[src/rtl/pae_pkg.sv]
// Shared types and constants for the particle advection step.
// No dependencies; imported by the configuration interface, the register file, both pipelines and the top level.
`default_nettype none

package pae_pkg;

  localparam int unsigned CFG_IDX_W  = 8;
  localparam int unsigned CFG_DATA_W = 32;

  // Configuration register indexes.
  localparam logic [CFG_IDX_W-1:0] REG_TIME_STEP      = 8'd0;
  localparam logic [CFG_IDX_W-1:0] REG_WORLD_WIDTH    = 8'd1;
  localparam logic [CFG_IDX_W-1:0] REG_CEILING_HEIGHT = 8'd2;
  localparam logic [CFG_IDX_W-1:0] REG_WALL_DAMPING   = 8'd3;
  localparam logic [CFG_IDX_W-1:0] REG_OBSTACLE_LEFT  = 8'd4;
  localparam logic [CFG_IDX_W-1:0] REG_OBSTACLE_RIGHT = 8'd5;
  localparam logic [CFG_IDX_W-1:0] REG_OBSTACLE_TOP   = 8'd6;
  localparam logic [CFG_IDX_W-1:0] REG_VELOCITY_CAP   = 8'd7;

  // Reset values.
  localparam logic [23:0] RST_TIME_STEP      = 24'd3355;
  localparam logic [30:0] RST_WORLD_WIDTH    = 31'd2684355;
  localparam logic [30:0] RST_CEILING_HEIGHT = 31'd1363149;
  localparam logic [16:0] RST_WALL_DAMPING   = 17'd0;
  localparam logic [30:0] RST_OBSTACLE_LEFT  = 31'd838861;
  localparam logic [30:0] RST_OBSTACLE_RIGHT = 31'd1363149;
  localparam logic [30:0] RST_OBSTACLE_TOP   = 31'd209715;
  localparam logic [30:0] RST_VELOCITY_CAP   = 31'd5242880;

  // 0.0001 in Q12.20, kept between a wall and a clamped particle.
  localparam logic [31:0] EDGE_MARGIN = 32'd105;

  // Product widths: 32 x 25 for the time step, 32 x 18 for the damping factor.
  localparam int unsigned DT_PROD_W   = 57;
  localparam int unsigned DAMP_PROD_W = 50;

  typedef struct packed {
    logic [23:0] time_step;
    logic [30:0] world_width;
    logic [30:0] ceiling_height;
    logic [16:0] wall_damping;
    logic [30:0] obstacle_left;
    logic [30:0] obstacle_right;
    logic [30:0] obstacle_top;
    logic [30:0] velocity_cap;
  } pae_cfg_t;

  typedef struct packed {
    logic signed [31:0] pos_x;
    logic signed [31:0] pos_y;
    logic signed [31:0] vel_x;
    logic signed [31:0] vel_y;
    logic signed [31:0] acc_x;
    logic signed [31:0] acc_y;
    logic signed [31:0] smooth_vel_x;
    logic signed [31:0] smooth_vel_y;
    logic               last_in;
  } pae_item_t;

  // Integrated particle, before the walls and the obstacle are applied.
  typedef struct packed {
    logic               valid;
    logic signed [31:0] px0;
    logic signed [31:0] py0;
    logic signed [31:0] px;
    logic signed [31:0] py;
    logic signed [31:0] vx;
    logic signed [31:0] vy;
    logic signed [31:0] vy_damp;
    logic signed [31:0] sx;
    logic signed [31:0] sy;
    logic               last;
  } pae_kin_t;

  typedef struct packed {
    logic               valid;
    logic signed [31:0] new_pos_x;
    logic signed [31:0] new_pos_y;
    logic signed [31:0] new_vel_x;
    logic signed [31:0] new_vel_y;
    logic signed [31:0] new_smooth_x;
    logic signed [31:0] new_smooth_y;
    logic               last_out;
  } pae_result_t;

endpackage

`default_nettype wire

[src/rtl/pae_cfg_regs.sv]
// Configuration register file of the particle advection step.
// Depends on pae_pkg for the register indexes, reset values and pae_cfg_t.
`default_nettype none

module pae_cfg_regs
  import pae_pkg::*;
(
  input  wire logic                  clk,
  input  wire logic                  rst_n,
  input  wire logic                  wr_en,
  input  wire logic [CFG_IDX_W-1:0]  wr_index,
  input  wire logic [CFG_DATA_W-1:0] wr_data,
  output pae_cfg_t                   cfg
);

  pae_cfg_t cfg_r;
  pae_cfg_t cfg_nxt;

  always_comb begin
    cfg_nxt = cfg_r;
    if (wr_en) begin
      case (wr_index)
        REG_TIME_STEP:      cfg_nxt.time_step      = wr_data[23:0];
        REG_WORLD_WIDTH:    cfg_nxt.world_width    = wr_data[30:0];
        REG_CEILING_HEIGHT: cfg_nxt.ceiling_height = wr_data[30:0];
        REG_WALL_DAMPING:   cfg_nxt.wall_damping   = wr_data[16:0];
        REG_OBSTACLE_LEFT:  cfg_nxt.obstacle_left  = wr_data[30:0];
        REG_OBSTACLE_RIGHT: cfg_nxt.obstacle_right = wr_data[30:0];
        REG_OBSTACLE_TOP:   cfg_nxt.obstacle_top   = wr_data[30:0];
        REG_VELOCITY_CAP:   cfg_nxt.velocity_cap   = wr_data[30:0];
        default:            cfg_nxt = cfg_r;
      endcase
    end
  end

  always_ff @(posedge clk) begin
    if (!rst_n) begin
      cfg_r.time_step      <= RST_TIME_STEP;
      cfg_r.world_width    <= RST_WORLD_WIDTH;
      cfg_r.ceiling_height <= RST_CEILING_HEIGHT;
      cfg_r.wall_damping   <= RST_WALL_DAMPING;
      cfg_r.obstacle_left  <= RST_OBSTACLE_LEFT;
      cfg_r.obstacle_right <= RST_OBSTACLE_RIGHT;
      cfg_r.obstacle_top   <= RST_OBSTACLE_TOP;
      cfg_r.velocity_cap   <= RST_VELOCITY_CAP;
    end else begin
      cfg_r <= cfg_nxt;
    end
  end

  assign cfg = cfg_r;

endmodule

`default_nettype wire

[config.mk]
export PLATFORM = sky130hd
export DESIGN_NAME = pae_cfg_regs
export DESIGN_NICKNAME = d
export VERILOG_FILES = /design/src/rtl/pae_pkg.sv /design/src/rtl/pae_cfg_regs.sv
export SDC_FILE = /design/constraint.sdc
export NUM_CORES = 1
export LEC_CHECK = 0
export BUFFER_PORTS_ARGS = -buffer_cell sky130_fd_sc_hd__buf_4
export CAP_MARGIN = 0
export CORE_UTILIZATION = 40
export CTS_CLUSTER_DIAMETER = 200
export CTS_CLUSTER_SIZE = 10
export DETAILED_ROUTE_END_ITERATION = 7
export HOLD_SLACK_MARGIN = 0.06
export MAX_ROUTING_LAYER = met4
export PLACE_DENSITY = 0.65
export SYNTH_ARGS = -nofsm -noshare
export SYNTH_HDL_FRONTEND = slang
export SYNTH_SLANG_ARGS = --single-unit
[constraint.sdc]
create_clock -name clk -period 1.6 [get_ports clk]
set_input_delay 0.08 -clock clk [delete_from_list [all_inputs] [get_ports clk]]
set_output_delay 0.08 -clock clk [all_outputs]
set_load 0.005 [all_outputs]
---- Word level (Yosys, flattened, before mapping) ----
Index checks and enable logic that the tools add are counted.
word-level totals
  bits in registers ....................... 227
  input port bits ......................... 43
  output and inout port bits .............. 227
  logic and storage cells ................. 24
cells by class
  equality and inequality tests ........... 7
  reduce and logical (&&, ||, !) cells .... 9
operators by type and width
  operator              count
  $eq A8 B3 Y1 const B  4
  $eq A8 B2 Y1 const B  2
  $reduce_and A2 Y1     8
  $eq A8 B1 Y1 const B  1
  $logic_not A8 Y1      1

---- Longest topological paths before layout ----
  depth after elaboration ................. 2
  gate-level depth with buffers ........... 7
  depth with buffers taken out ............ 3

---- Worst setup path after synthesis ----
OpenSTA, ideal clock, no wires.
  path kind ............................... input to register
  start point ............................. in wr_index[5]
  end point ............................... reg cfg_r (netlist bit cfg[133])
  library setup time ...................... 0.072 ns
  data arrival time ....................... 1.381 ns
  required time ........................... 1.528 ns
  setup slack ............................. 0.147 ns
  stages .................................. 5
  buffers on the path ..................... 2
  path through ............................ or4_4 > nor4b_2 > buf_4 > buf_8 > mux2i_1
on the way
  longest elaborated chain between the ends .. 2
RTL lines
  item                                line                text
  start: declaration                  pae_cfg_regs.sv:11  input wire logic [CFG_IDX_W-1:0] wr_index,
  $eq A8 B2 Y1                        pae_cfg_regs.sv:22  case (wr_index)
  $reduce_and A2 Y1 (no source line)  -
  end signal: assignment              pae_cfg_regs.sv:47  cfg_r <= cfg_nxt;
  end: declaration                    pae_cfg_regs.sv:16  pae_cfg_t cfg_r;
Every way passes these cells.
A chain may end at the register's enable or synchronous reset.

==> summary.txt <==
Status
  • Status: finished, final reports clean

Place
  • Placed Instances: 1,330
  • Post-detail-place hpwl: between 15,000 and 20,000 microns
  • Placed inst area: ~11,000 sq um
  • Post-Place Worst Slack: -0.0103 ns
  • Routability cong.: 0.809
  • Port Buffers: 268

Worst setup path
  • Crit Path Category: primary input to flip-flop
  • Critical Path RT: approximately 2.0 ns
  • Critical Path End Type: flip-flop
  • Critical Path Fanout Max: 50
  • Reg-to-reg startpoint: cfg[151]
  • WP data arrival: 1.77 ns
  • Path depth of the worst reg2reg path: 2
  • Worst Setup SP: rst_n
  • Worst Setup Start Kind: primary input

Final layout
  • Max FFs per register: between 200 and 250
  • Final nets: between 1,000 and 1,500
  • Multi-input logic area: between 3000 and 4000 sq um
  • Synthesis-to-layout area growth: 41.9%
  • Layout cells sized above 1: 30.4%
  • Design area: 12,100 sq um
  • Register Area: 4540 sq um
  • Fillers: 1,793
  • Inserted Diodes: 0
  • Post-layout util: between 50% and 60%
  • Post-route insts no fill: 1,391

Timing
  • Slew headroom: 62.7%
  • Worst slew pin tran: 0.558 ns
  • Final setup fails: 0
  • Slew Limit Fails: 0
  • Setup WS post-layout: 0.269 ns
  • Fmax: 0.751 GHz
  • Tcrit/Tclk final: a little over four fifths
  • RSZ-0062 raised after global routing: no
  • Min cycle time layout: 1.33 ns
  • Final hold viol count: 0
  • Worst Skew: 0 ns
  • Hold Slack: 0.0927 ns

Power
  • Peak supply drop: 693 uV
  • Static leakage: 5.75 nW
  • Pwr Density: 932 nW/um^2

Yosys
  • Register bit total from synthesis: 227
  • Yosys top cell by area: dfxtp_1
  • Synthesized Nets: 856
  • Syn_area_per_cell: 10.4 sq um
  • Dominant synthesized flop cell: dfxtp_1
  • Async S/R FF share, synth: 0%
  • EDFF count, synth: 0
  • Mapped Cells: between 800 and 900
  • Ranking of synthesized cells by area: dfxtp_1, mux2i_1, nand2_1, nor2b_1, clkbuf_1
  • Warnings, synthesis: 0
  • Sequential area share after synthesis: 53.5%
  • Synth cell types: 23
  • Yosys top cell area share: between 50% and 60%
  • Synth cell count leaders: dfxtp_1, mux2i_1, nand2_1, nor2b_1, clkbuf_1
  • Count leader, synth: dfxtp_1
  • Cell Area, Synth: 8490 sq um

Global route
  • First-pass GRT wire length: about 38,000 microns
  • Initial antenna violation count: 0
  • Vias in the first global route: 6,743
  • Total track usage: 23.1%
  • Largest net degree at the start of global routing: 51
  • Grt total ovfl: 0

Route
  • Avg WL per Cell: around 18 microns
  • Final WL: ~25,000 microns
  • DR vias: 6,685
  • Number of DRC markers in iteration 0: between 200 and 250
  • DRT Pass-1 Iters: 4
  • DRC violations left: 0
  • Post-route ant nets: 0
  • DR vias/cell: 4.81

Flow run
  • Max-cap violations: 0

Clock tree
  • Worst-case clock buffer depth: 3
  • Clock root buffer: clkbuf_16
  • CTS Buf Count: 26
  • CTS clk-pin slew, worst paths: 0.06 ns
  • TritonCTS clock tree: yes
  • Clk_lat worst skew: 0.51 ns
  • CTS sink count: 227
  • Cts repair resizes: 0
  • # H-tree levels: 1

Floorplanning
  • Starting Density: 41.4%
  • Core outline area: 20,500 sq um
  • Die width: 148 microns
  • Ports: 270
  • Die area: between 20,000 and 25,000 sq um
  • Die height: 148 microns
  • Core Rows: 52

Hold path
  • Worst hold path depth: 4
  • Hold crit path type: primary input to flip-flop
  • Hold_sp: wr_index[0]
final timing paths:
| kind | endpoint | slack, ns |
|---|---|---|
| max | cfg[140] | 0.27 |
| max reg2reg | cfg[151] | 0.95 |
| min | cfg[177] | 0.09 |
| min reg2reg | cfg[55] | 0.46 |
worst max-delay path, stage by stage:
cell,delay (ns)
dlygate4sd3_1,0.54
buf_6,0.29
buf_12,0.28
nand2_1,0.30
mux2i_1,0.23
per-layer routing:
| layer | vias to the layer above | track usage (%) | wire, microns |
|---|---|---|---|
| li1 | 3286 | - | - |
| met1 | 3180 | 28.8 | 10900 |
| met2 | 189 | 38.3 | 11800 |
| met3 | 30 | 4.60 | 1540 |
| met4 | 0 | 5.62 | 410 |
| met5 | - | - | 0 |
timing repair:
action / 4_1_cts / 5_1_grt
hold endpoints to repair: 208 / 0
hold buffers: 33 / 0
buffers inserted: 0 / 0
cell type report:
class	count	share of cell area, %
timing repair buffer	338	23.1
clock buffer	27	5.60
clock inverter	1	0.0415
inverter	4	0.125
multi-input combinational	524	30.6
sequential	227	37.7
tap	270	2.80
report_power, final:
| part | internal (mW) | switching [mW] | total, mW |
|---|---|---|---|
| logic | 0.233 | 0.289 | 0.522 |
| registers | 5.66 | 0.00398 | 5.67 |
| clock network | 2.94 | 2.11 | 5.05 |
kinds of logic (layout without fill, tap and decap cells):
group	after synthesis	count (layout)	synth area share, %
AND/OR/NAND/NOR	297	297	16.5
flip-flops	227	227	53.5
multiplexers	223	223	26.3
buffers and inverters	62	370	3.42
AO/OA/AOI/OAI	4	4	0.354
cells in the final DEF, fill, tap and decap left out:
| cell type | n |
|---|---|
| and4b_2 | 1 |
| nor4_2 | 1 |
| buf_6 | 1 |
| and3b_1 | 1 |
| o211ai_1 | 4 |
| mux2i_1 | 223 |
| clkbuf_16 | 27 |
| nand3_1 | 1 |
| nor2_1 | 1 |
| nand3b_1 | 1 |
| nand2_1 | 195 |
| dfxtp_1 | 227 |
| inv_1 | 4 |
| clkinv_2 | 1 |
| buf_4 | 291 |
| or4_4 | 1 |
| nor4b_4 | 1 |
| and3_1 | 3 |
| buf_12 | 13 |
| nand3_2 | 3 |
| nor3b_1 | 1 |
| nor3_4 | 1 |
| dlygate4sd3_1 | 33 |
| nor2b_1 | 80 |
| nand4_1 | 5 |
| nand4b_1 | 1 |
stage by stage:
step | setup TNS, ns | total power [mW]
after floorplan | 0 | 6.01
after global placement | 0 | 6.24
after detailed placement | -0.0589 | 6.24
after CTS | 0 | 11.4
after global routing | 0 | 11.6
final | 0 | 11.2
No activity file was read; power rests on OpenSTA's default activity.
