**src/rtl/pae_pkg.sv**
```systemverilog
// Shared types and constants for the particle advection step.
// No dependencies; imported by the configuration interface, the register file, both pipelines and the top level.
`default_nettype none

package pae_pkg;

  localparam int unsigned CFG_IDX_W  = 8;
  localparam int unsigned CFG_DATA_W = 32;

  // Configuration register indexes.
  localparam logic [CFG_IDX_W-1:0] REG_TIME_STEP      = 8'd0;
  localparam logic [CFG_IDX_W-1:0] REG_WORLD_WIDTH    = 8'd1;
  localparam logic [CFG_IDX_W-1:0] REG_CEILING_HEIGHT = 8'd2;
  localparam logic [CFG_IDX_W-1:0] REG_WALL_DAMPING   = 8'd3;
  localparam logic [CFG_IDX_W-1:0] REG_OBSTACLE_LEFT  = 8'd4;
  localparam logic [CFG_IDX_W-1:0] REG_OBSTACLE_RIGHT = 8'd5;
  localparam logic [CFG_IDX_W-1:0] REG_OBSTACLE_TOP   = 8'd6;
  localparam logic [CFG_IDX_W-1:0] REG_VELOCITY_CAP   = 8'd7;

  // Reset values.
  localparam logic [23:0] RST_TIME_STEP      = 24'd3355;
  localparam logic [30:0] RST_WORLD_WIDTH    = 31'd2684355;
  localparam logic [30:0] RST_CEILING_HEIGHT = 31'd1363149;
  localparam logic [16:0] RST_WALL_DAMPING   = 17'd0;
  localparam logic [30:0] RST_OBSTACLE_LEFT  = 31'd838861;
  localparam logic [30:0] RST_OBSTACLE_RIGHT = 31'd1363149;
  localparam logic [30:0] RST_OBSTACLE_TOP   = 31'd209715;
  localparam logic [30:0] RST_VELOCITY_CAP   = 31'd5242880;

  // 0.0001 in Q12.20, kept between a wall and a clamped particle.
  localparam logic [31:0] EDGE_MARGIN = 32'd105;

  // Product widths: 32 x 25 for the time step, 32 x 18 for the damping factor.
  localparam int unsigned DT_PROD_W   = 57;
  localparam int unsigned DAMP_PROD_W = 50;

  typedef struct packed {
    logic [23:0] time_step;
    logic [30:0] world_width;
    logic [30:0] ceiling_height;
    logic [16:0] wall_damping;
    logic [30:0] obstacle_left;
    logic [30:0] obstacle_right;
    logic [30:0] obstacle_top;
    logic [30:0] velocity_cap;
  } pae_cfg_t;

  typedef struct packed {
    logic signed [31:0] pos_x;
    logic signed [31:0] pos_y;
    logic signed [31:0] vel_x;
    logic signed [31:0] vel_y;
    logic signed [31:0] acc_x;
    logic signed [31:0] acc_y;
    logic signed [31:0] smooth_vel_x;
    logic signed [31:0] smooth_vel_y;
    logic               last_in;
  } pae_item_t;

  // Integrated particle, before the walls and the obstacle are applied.
  typedef struct packed {
    logic               valid;
    logic signed [31:0] px0;
    logic signed [31:0] py0;
    logic signed [31:0] px;
    logic signed [31:0] py;
    logic signed [31:0] vx;
    logic signed [31:0] vy;
    logic signed [31:0] vy_damp;
    logic signed [31:0] sx;
    logic signed [31:0] sy;
    logic               last;
  } pae_kin_t;

  typedef struct packed {
    logic               valid;
    logic signed [31:0] new_pos_x;
    logic signed [31:0] new_pos_y;
    logic signed [31:0] new_vel_x;
    logic signed [31:0] new_vel_y;
    logic signed [31:0] new_smooth_x;
    logic signed [31:0] new_smooth_y;
    logic               last_out;
  } pae_result_t;

endpackage

`default_nettype wire

```
**src/rtl/pae_bounds.sv**
```systemverilog
// Three-stage boundary pipeline: edge wrap, floor and ceiling, obstacle
// freeze and velocity smoothing. Depends on pae_pkg.
`default_nettype none

module pae_bounds
  import pae_pkg::*;
(
  input  wire logic     clk,
  input  wire logic     rst_n,
  input  wire logic     en,
  input  wire pae_kin_t kin,
  input  wire pae_cfg_t cfg,
  output pae_result_t   res
);

  logic signed [17:0] wd_s;
  logic signed [32:0] ww_e;
  logic signed [32:0] ch_e;
  logic signed [32:0] cap_e;

  assign wd_s  = $signed({1'b0, cfg.wall_damping});
  assign ww_e  = $signed({2'b00, cfg.world_width});
  assign ch_e  = $signed({2'b00, cfg.ceiling_height});
  assign cap_e = $signed({2'b00, cfg.velocity_cap});

  // Stage 5: walls.
  logic                          s5_valid_r;
  logic signed [31:0]            s5_px0_r, s5_py0_r, s5_px_r, s5_py_r;
  logic signed [31:0]            s5_vx_r, s5_vy_r, s5_d1_r, s5_sx_r, s5_sy_r;
  logic signed [DAMP_PROD_W-1:0] s5_pd2_r;
  logic                          s5_floor_r, s5_ceil_r, s5_last_r;

  logic signed [31:0] px_nxt, py_nxt, vx_nxt, pxl, pyf;
  logic               xhit, floor_hit, ceil_hit;

  always_comb begin
    pxl       = kin.px[31] ? (32'({1'b0, cfg.world_width}) - EDGE_MARGIN) : kin.px;
    xhit      = $signed({pxl[31], pxl}) >= ww_e;
    floor_hit = kin.py[31];
    pyf       = floor_hit ? 32'sd0 : kin.py;
    ceil_hit  = $signed({pyf[31], pyf}) >= ch_e;
    px_nxt    = xhit ? 32'sd0 : pxl;
    py_nxt    = ceil_hit ? $signed(32'({1'b0, cfg.ceiling_height}) - EDGE_MARGIN) : pyf;
    if ((xhit || ceil_hit) && ($signed({kin.vx[31], kin.vx}) > cap_e)) begin
      vx_nxt = $signed({1'b0, cfg.velocity_cap});
    end else begin
      vx_nxt = kin.vx;
    end
  end

  // Stage 6: damped velocity selection and obstacle freeze.
  logic               s6_valid_r;
  logic signed [31:0] s6_px_r, s6_py_r, s6_vx_r, s6_vy_r, s6_sx_r, s6_sy_r;
  logic               s6_last_r;

  logic signed [31:0] vy_b, px6_nxt, py6_nxt, vx6_nxt, vy6_nxt;
  logic               obst;

  always_comb begin
    if (s5_floor_r && s5_ceil_r) begin
      vy_b = s5_pd2_r[47:16];
    end else if (s5_floor_r || s5_ceil_r) begin
      vy_b = s5_d1_r;
    end else begin
      vy_b = s5_vy_r;
    end
    obst = !s5_py_r[31]
           && ($signed({1'b0, s5_py_r}) <= $signed({2'b00, cfg.obstacle_top}))
           && ($signed({s5_px_r[31], s5_px_r}) >= $signed({2'b00, cfg.obstacle_left}))
           && ($signed({s5_px_r[31], s5_px_r}) <= $signed({2'b00, cfg.obstacle_right}));
    px6_nxt = obst ? s5_px0_r : s5_px_r;
    py6_nxt = obst ? s5_py0_r : s5_py_r;
    vx6_nxt = obst ? 32'sd0 : s5_vx_r;
    vy6_nxt = obst ? 32'sd0 : vy_b;
  end

  // Stage 7: smoothed velocity is the floored mean of old smoothed and new.
  pae_result_t        res_r;
  logic signed [32:0] sumx, sumy;

  assign sumx = $signed({s6_sx_r[31], s6_sx_r}) + $signed({s6_vx_r[31], s6_vx_r});
  assign sumy = $signed({s6_sy_r[31], s6_sy_r}) + $signed({s6_vy_r[31], s6_vy_r});

  always_ff @(posedge clk) begin
    if (!rst_n) begin
      s5_valid_r  <= 1'b0;
      s6_valid_r  <= 1'b0;
      res_r.valid <= 1'b0;
    end else if (en) begin
      s5_valid_r <= kin.valid;
      s5_px0_r   <= kin.px0;
      s5_py0_r   <= kin.py0;
      s5_px_r    <= px_nxt;
      s5_py_r    <= py_nxt;
      s5_vx_r    <= vx_nxt;
      s5_vy_r    <= kin.vy;
      s5_d1_r    <= kin.vy_damp;
      s5_pd2_r   <= DAMP_PROD_W'(kin.vy_damp) * DAMP_PROD_W'(wd_s);
      s5_floor_r <= floor_hit;
      s5_ceil_r  <= ceil_hit;
      s5_sx_r    <= kin.sx;
      s5_sy_r    <= kin.sy;
      s5_last_r  <= kin.last;

      s6_valid_r <= s5_valid_r;
      s6_px_r    <= px6_nxt;
      s6_py_r    <= py6_nxt;
      s6_vx_r    <= vx6_nxt;
      s6_vy_r    <= vy6_nxt;
      s6_sx_r    <= s5_sx_r;
      s6_sy_r    <= s5_sy_r;
      s6_last_r  <= s5_last_r;

      res_r.valid        <= s6_valid_r;
      res_r.new_pos_x    <= s6_px_r;
      res_r.new_pos_y    <= s6_py_r;
      res_r.new_vel_x    <= s6_vx_r;
      res_r.new_vel_y    <= s6_vy_r;
      res_r.new_smooth_x <= sumx[32:1];
      res_r.new_smooth_y <= sumy[32:1];
      res_r.last_out     <= s6_last_r;
    end
  end

  assign res = res_r;

endmodule

`default_nettype wire

```
**config.mk**
```make
export PLATFORM = sky130hd
export DESIGN_NAME = pae_bounds
export DESIGN_NICKNAME = d
export VERILOG_FILES = /design/src/rtl/pae_pkg.sv /design/src/rtl/pae_bounds.sv
export SDC_FILE = /design/constraint.sdc
export NUM_CORES = 2
export LEC_CHECK = 0
export BUFFER_PORTS_ARGS = -buffer_cell sky130_fd_sc_hd__buf_2
export CELL_PAD_IN_SITES_DETAIL_PLACEMENT = 1
export CELL_PAD_IN_SITES_GLOBAL_PLACEMENT = 2
export CORE_UTILIZATION = 39
export CTS_CLUSTER_SIZE = 24
export DETAILED_ROUTE_END_ITERATION = 7
export GPL_ROUTABILITY_DRIVEN = 0
export PLACE_DENSITY_LB_ADDON = 0.15
export REMOVE_ABC_BUFFERS = 1
export SLEW_MARGIN = 40
export SYNTH_ARGS = -nofsm -noshare
export SYNTH_HDL_FRONTEND = slang
export SYNTH_SLANG_ARGS = --single-unit
export TNS_END_PERCENT = 10
```
**constraint.sdc**
```tcl
create_clock -name clk -period 22.5 [get_ports clk]
set_clock_uncertainty 0.2 [all_clocks]
set_input_delay 1.125 -clock clk [delete_from_list [all_inputs] [get_ports clk]]
set_output_delay 1.125 -clock clk [all_outputs]
set_load 0.05 [all_outputs]
```
Yosys cells after proc, flatten, opt, wreduce, memory -nomap -nowiden
Index checks and enable logic that the tools add are counted.
- flip-flop bits (word level): 728
- input bits: 520
- output and inout port bits: 194
- logic and storage cells: 59
- add/subtract/negate cells: 4
- $mul: 1
- magnitude comparators: 6
- multiplexer cells: 8
- reduce and logical (&&, ||, !) cells: 9
- operators by type and width (cell ; number):
    two-way mux 32 bit ; 6
    adder 32 x 32 -> 33 bit ; 2
    >= comparator 32 bit ; 2
    subtractor 31 x 7 -> 32 bit (second input constant) ; 2
    two-way mux 31 bit ; 2
    multiplier 32 x 18 -> 48 bit ; 1
    greater-than comparator 32 bit ; 1
    <= comparator 32 x 31 -> 1 bit ; 1
    <= comparator 32 bit ; 1
    >= comparator 31 bit ; 1
    logical AND 1 bit ; 5
    logical OR 1 bit ; 2
    AND reduction 2 bit ; 1
    logical NOT 1 bit ; 1

Longest topological paths before layout
- word-level depth: 6
- depth in mapped cells: 25

Worst setup path after synthesis
OpenSTA, ideal clock, no wires.
- path type: input port to flip-flop
- start: input en
- end: register res_r, in the netlist res[0] (enable)
- setup time: 1166 ps
- arrival time: 17007 ps
- setup slack: 4127 ps
- cell stages on the path: 1
- cells stage by stage: and2_1
- longest elaborated chain between the ends: 1
- RTL lines (what ; RTL line ; text):
    from (decl) ; pae_bounds.sv:10 ; input wire logic en,
    AND reduction 2 bit (no line) ; - ;
    to (decl) ; pae_bounds.sv:78 ; pae_result_t res_r;
Every way passes these cells.
A chain may end at the register's enable or synchronous reset.

Final worst setup path
- start: input cfg[133] in the netlist's numbering
- end: register s5_pd2_r[43], data pin
- longest elaborated chain between the ends: 1
- RTL lines (what ; RTL line ; text):
    from (decl) ; pae_bounds.sv:12 ; input wire pae_cfg_t cfg,
    multiplier 32 x 18 -> 48 bit ; pae_bounds.sv:98 ; s5_pd2_r <= DAMP_PROD_W'(kin.vy_damp) * DAMP_PROD_W'(wd_s);
    to (signal assigned) ; pae_bounds.sv:98 ;
    to (decl) ; pae_bounds.sv:30 ; logic signed [DAMP_PROD_W-1:0] s5_pd2_r;
Every way passes these cells.

==> metrics.md <==
| Metric | Value |
|---|---|
| Status | `finished clean` |
| Kind of critical path | `in2reg` |
| Synth Area in Adders | `28.1%` |
| CTS Root Cell | `clkbuf_16` |
| Post-synth top flop | `edfxtp_1` |
| Layout cell share with drive strength beyond 1 | `18.2%` |
| Complex-gate fraction of the synthesized area | `7.37%` |
| Num ports | `714` |
| CTS tree | `yes` |
| Longest Clk Path Bufs | `3` |
| Max Cap Viol | `0` |
| Largest family of logic cells by synthesized area | `adder cells` |
| H-tree levels | `3` |
| Die height | `368 µm` |
| Post-CTS Resized | `0` |
| Hold Path Stages | `0` |
| First-pass GRT wire length | `245 mm` |
| Pwr Density | `138 nW/µm²` |
| Total GRT Usage | `24.4%` |
| Largest net degree at the start of global routing | `156` |
| Post-Synth XOR/XNOR Area | `2.38%` |
| Measured slew at the worst slew-check pin | `0.874 ns` |
| Global route overflow | `0` |
| Initial DRC count | `2,073` |
| Die area | `135,000 µm²` |
| Slew HR | `41.1%` |
| DRT Pass-1 Iters | `5` |
| Crit end category | `flip-flop` |
| Post-DRT Antenna Nets | `0` |
| Worst min path class | `reg2reg` |
| Syn avg cell area | `11.5 µm²` |
| Initial Util | `39.5%` |
| R2R depth | `9` |
| Final Setup Violations | `0` |
| Worst reg2reg startpoint | `s5_py_r[28]` |
| Simple-Gate Fraction of Synth Area | `11.0%` |
| Post-synth EDFFs | `709` |
| Total leakage power | `0.0266 µW` |
| Sequential cell area fraction in the yosys report | `40.9%` |
| Vias in the first global route | `38,600` |
| Peak VDD IR | `0.000166 V` |
| Crit. Startpoint | `cfg[133]` |
| CP Data Arrival Time | `8.37 ns` |
| Routed WL | `165 mm` |
| DP HPWL | `128 mm` |
| Final net count | `6,561` |
| Startpoint Class | `input pin` |
| Post-DR vias/cell | `5.09` |
| Post-synthesis mux area share | `3.01%` |
| Max reg flops | `194` |
| DRC violations left | `0` |
| Initial antenna violation count | `91` |
| Post-Place Cells | `6,845` |
| Core ar. | `132,000 µm²` |
| Final worst-path cycle share | `36.1%` |
| Clock Latency Late Sink | `0.65 ns` |
| Seq cells post-synth | `712` |
| Placed cell areas | `57,500 µm²` |
| CTS clk-pin slew, worst paths | `0.06 ns` |
| Finished Cell Area | `60,200 µm²` |
| Clock buffer count from CTS | `79` |
| Die width | `368 µm` |
| Post-Synthesis Cells | `4,524` |
| DP Worst Slack | `13.70 ns` |
| Async SR Flop Fraction | `0%` |
| Port Buffer Count | `689` |
| Synth warn | `0` |
| RSZ-0062 raised after global routing | `false` |
| Post-synthesis cell area | `52,200 µm²` |
| Hold_buf cts | `0` |
| Hold Fails Final Rpt | `0` |
| Min cycle time layout | `8.12 ns` |
| Setup ws final | `14.38 ns` |
| Area growth from synthesis to layout | `15.2%` |
| Final std cells w/o fill | `7,030` |
| Highest clock rate | `123 MHz` |
| Synth cell types | `80` |
| Final Max Slew Viols | `0` |
| TNS Setup | `0 ns` |
| DR vias | `35,800` |
| WL per Instance | `23.4 µm` |
| End-of-flow core utilization | `45.5%` |
| CP Max Fanout | `32` |
| Sink Count | `712` |
| Postcts setup bufs | `0` |
| Hold_sp | `s6_px_r[27]` |
| Site row count | `133` |
| Required @ worst endpoint | `22.76 ns` |
layout make-up:
class                   instances  area, µm²
fillers                     14400      72000
clock buffers                  95       2120
multi-input cells            2828      27100
well taps                    1755       2200
repair buffers                716       3720
inverters                     835       3130
flip-flops and latches        712      21400
diodes                         38       95.1
clock inverters                51        414
final timing paths:
| path | endpoint | slack (ns) |
|---|---|---|
| max | s5_pd2_r[43] | 14.38 |
| min | res[188] | 0.20 |
| max reg2reg | s6_py_r[29] | 17.85 |
| min reg2reg | res[188] | 0.20 |
Yosys cell counts, types with 4 or more instances:
library cell	instances	area (µm²)
o21a_1	21	158
nand2_1	308	1160
a21o_1	76	571
o31a_1	5	43.8
a41oi_1	4	35.0
buf_4	7	52.6
nor2_1	133	499
fa_1	509	10200
nand2b_1	17	106
clkbuf_1	132	495
inv_1	835	3130
and2_1	321	2010
buf_2	4	20.0
nor2b_1	124	776
mux2_2	63	709
nor3_1	45	225
a311oi_1	4	35.0
a221oi_1	5	43.8
a211oi_1	108	811
mux2i_1	41	410
o31ai_1	9	67.6
xnor2_1	112	981
a31oi_1	23	144
mux2_4	30	450
a31o_2	4	35.0
nand3_1	34	170
or4_1	6	45.0
or3_1	9	56.3
nand4_1	50	313
a21oi_1	179	896
ha_1	360	4500
a2111oi_0	10	87.6
a211o_1	6	52.6
edfxtp_1	709	21300
and3_1	18	113
xor2_1	30	263
o21ai_0	79	395
o21bai_1	11	82.6
o211ai_1	16	120
nor4_1	7	43.8
where the power goes:
part	internal, µW	total [µW]	switching, µW
clock	724	1270	549
combinational	2060	5120	3050
sequential	1850	1900	48.3
cells by family (layout without fill, tap and decap cells):
| group | Yosys count | in the layout |
|---|---|---|
| AND/OR/NAND/NOR | 1094 | 1094 |
| buffers and inverters | 984 | 1697 |
| adder cells (fa/ha/maj) | 869 | 869 |
| flip-flops | 712 | 712 |
| AO/OA/AOI/OAI | 589 | 589 |
| XOR/XNOR | 142 | 142 |
| multiplexers | 134 | 134 |
| other | 0 | 38 |
metal layers:
layer	routed length (µm)	global-route usage, %	vias up
met4	5040	7.88	28
met2	80300	41.6	943
met3	10500	4.48	271
li1	-	-	16400
met1	68500	31.2	18200
met5	173	0	-
critical path, cell delays in order:
cell and delay [ns]:
buf_2 0.07, buf_4 0.54, nand2_1 0.17, fa_1 0.56, inv_1 0.05, fa_1 0.48, fa_1 0.58, fa_1 0.45
fa_1 0.49, inv_1 0.06, fa_1 0.49, inv_1 0.04, ha_1 0.39, and3_1 0.27, and3_1 0.20, o2111ai_1 0.30
a311oi_1 0.83, o21ai_1 0.27, a211oi_1 0.38, o31a_1 0.21, o21ai_0 0.11, a221oi_1 0.27
metrics by stage:
| step | power [µW] | hold slack, ns |
|---|---|---|
| after floorplan | 5660 | 0.200 |
| after global placement | 7020 | 0.200 |
| after detailed placement | 7080 | 0.206 |
| after CTS | 8410 | 0.208 |
| after global routing | 9080 | 0.220 |
| final | 8290 | 0.203 |
cell usage in the layout (no fill, tap or decap), types with 14 or more instances in the layout:
master and n:
mux2_2 63, o21ai_0 79, and2_1 320, a31oi_1 23, mux2i_1 41, diode_2 38
nand4_1 50, nor3_1 45, nand2_1 308, a21oi_1 179, fa_1 509, a211oi_1 108
inv_1 835, a21o_1 75, xor2_1 30, nand2b_1 17, o211ai_1 16, xnor2_1 112
clkinv_1 14, mux2_4 30, clkbuf_16 82, nand3_1 34, o21a_1 21, nor2_1 133
nor2b_1 124, buf_4 18, ha_1 360, and3_1 18, edfxtp_1 709, buf_2 688
Power figures use the tool's default switching activity.
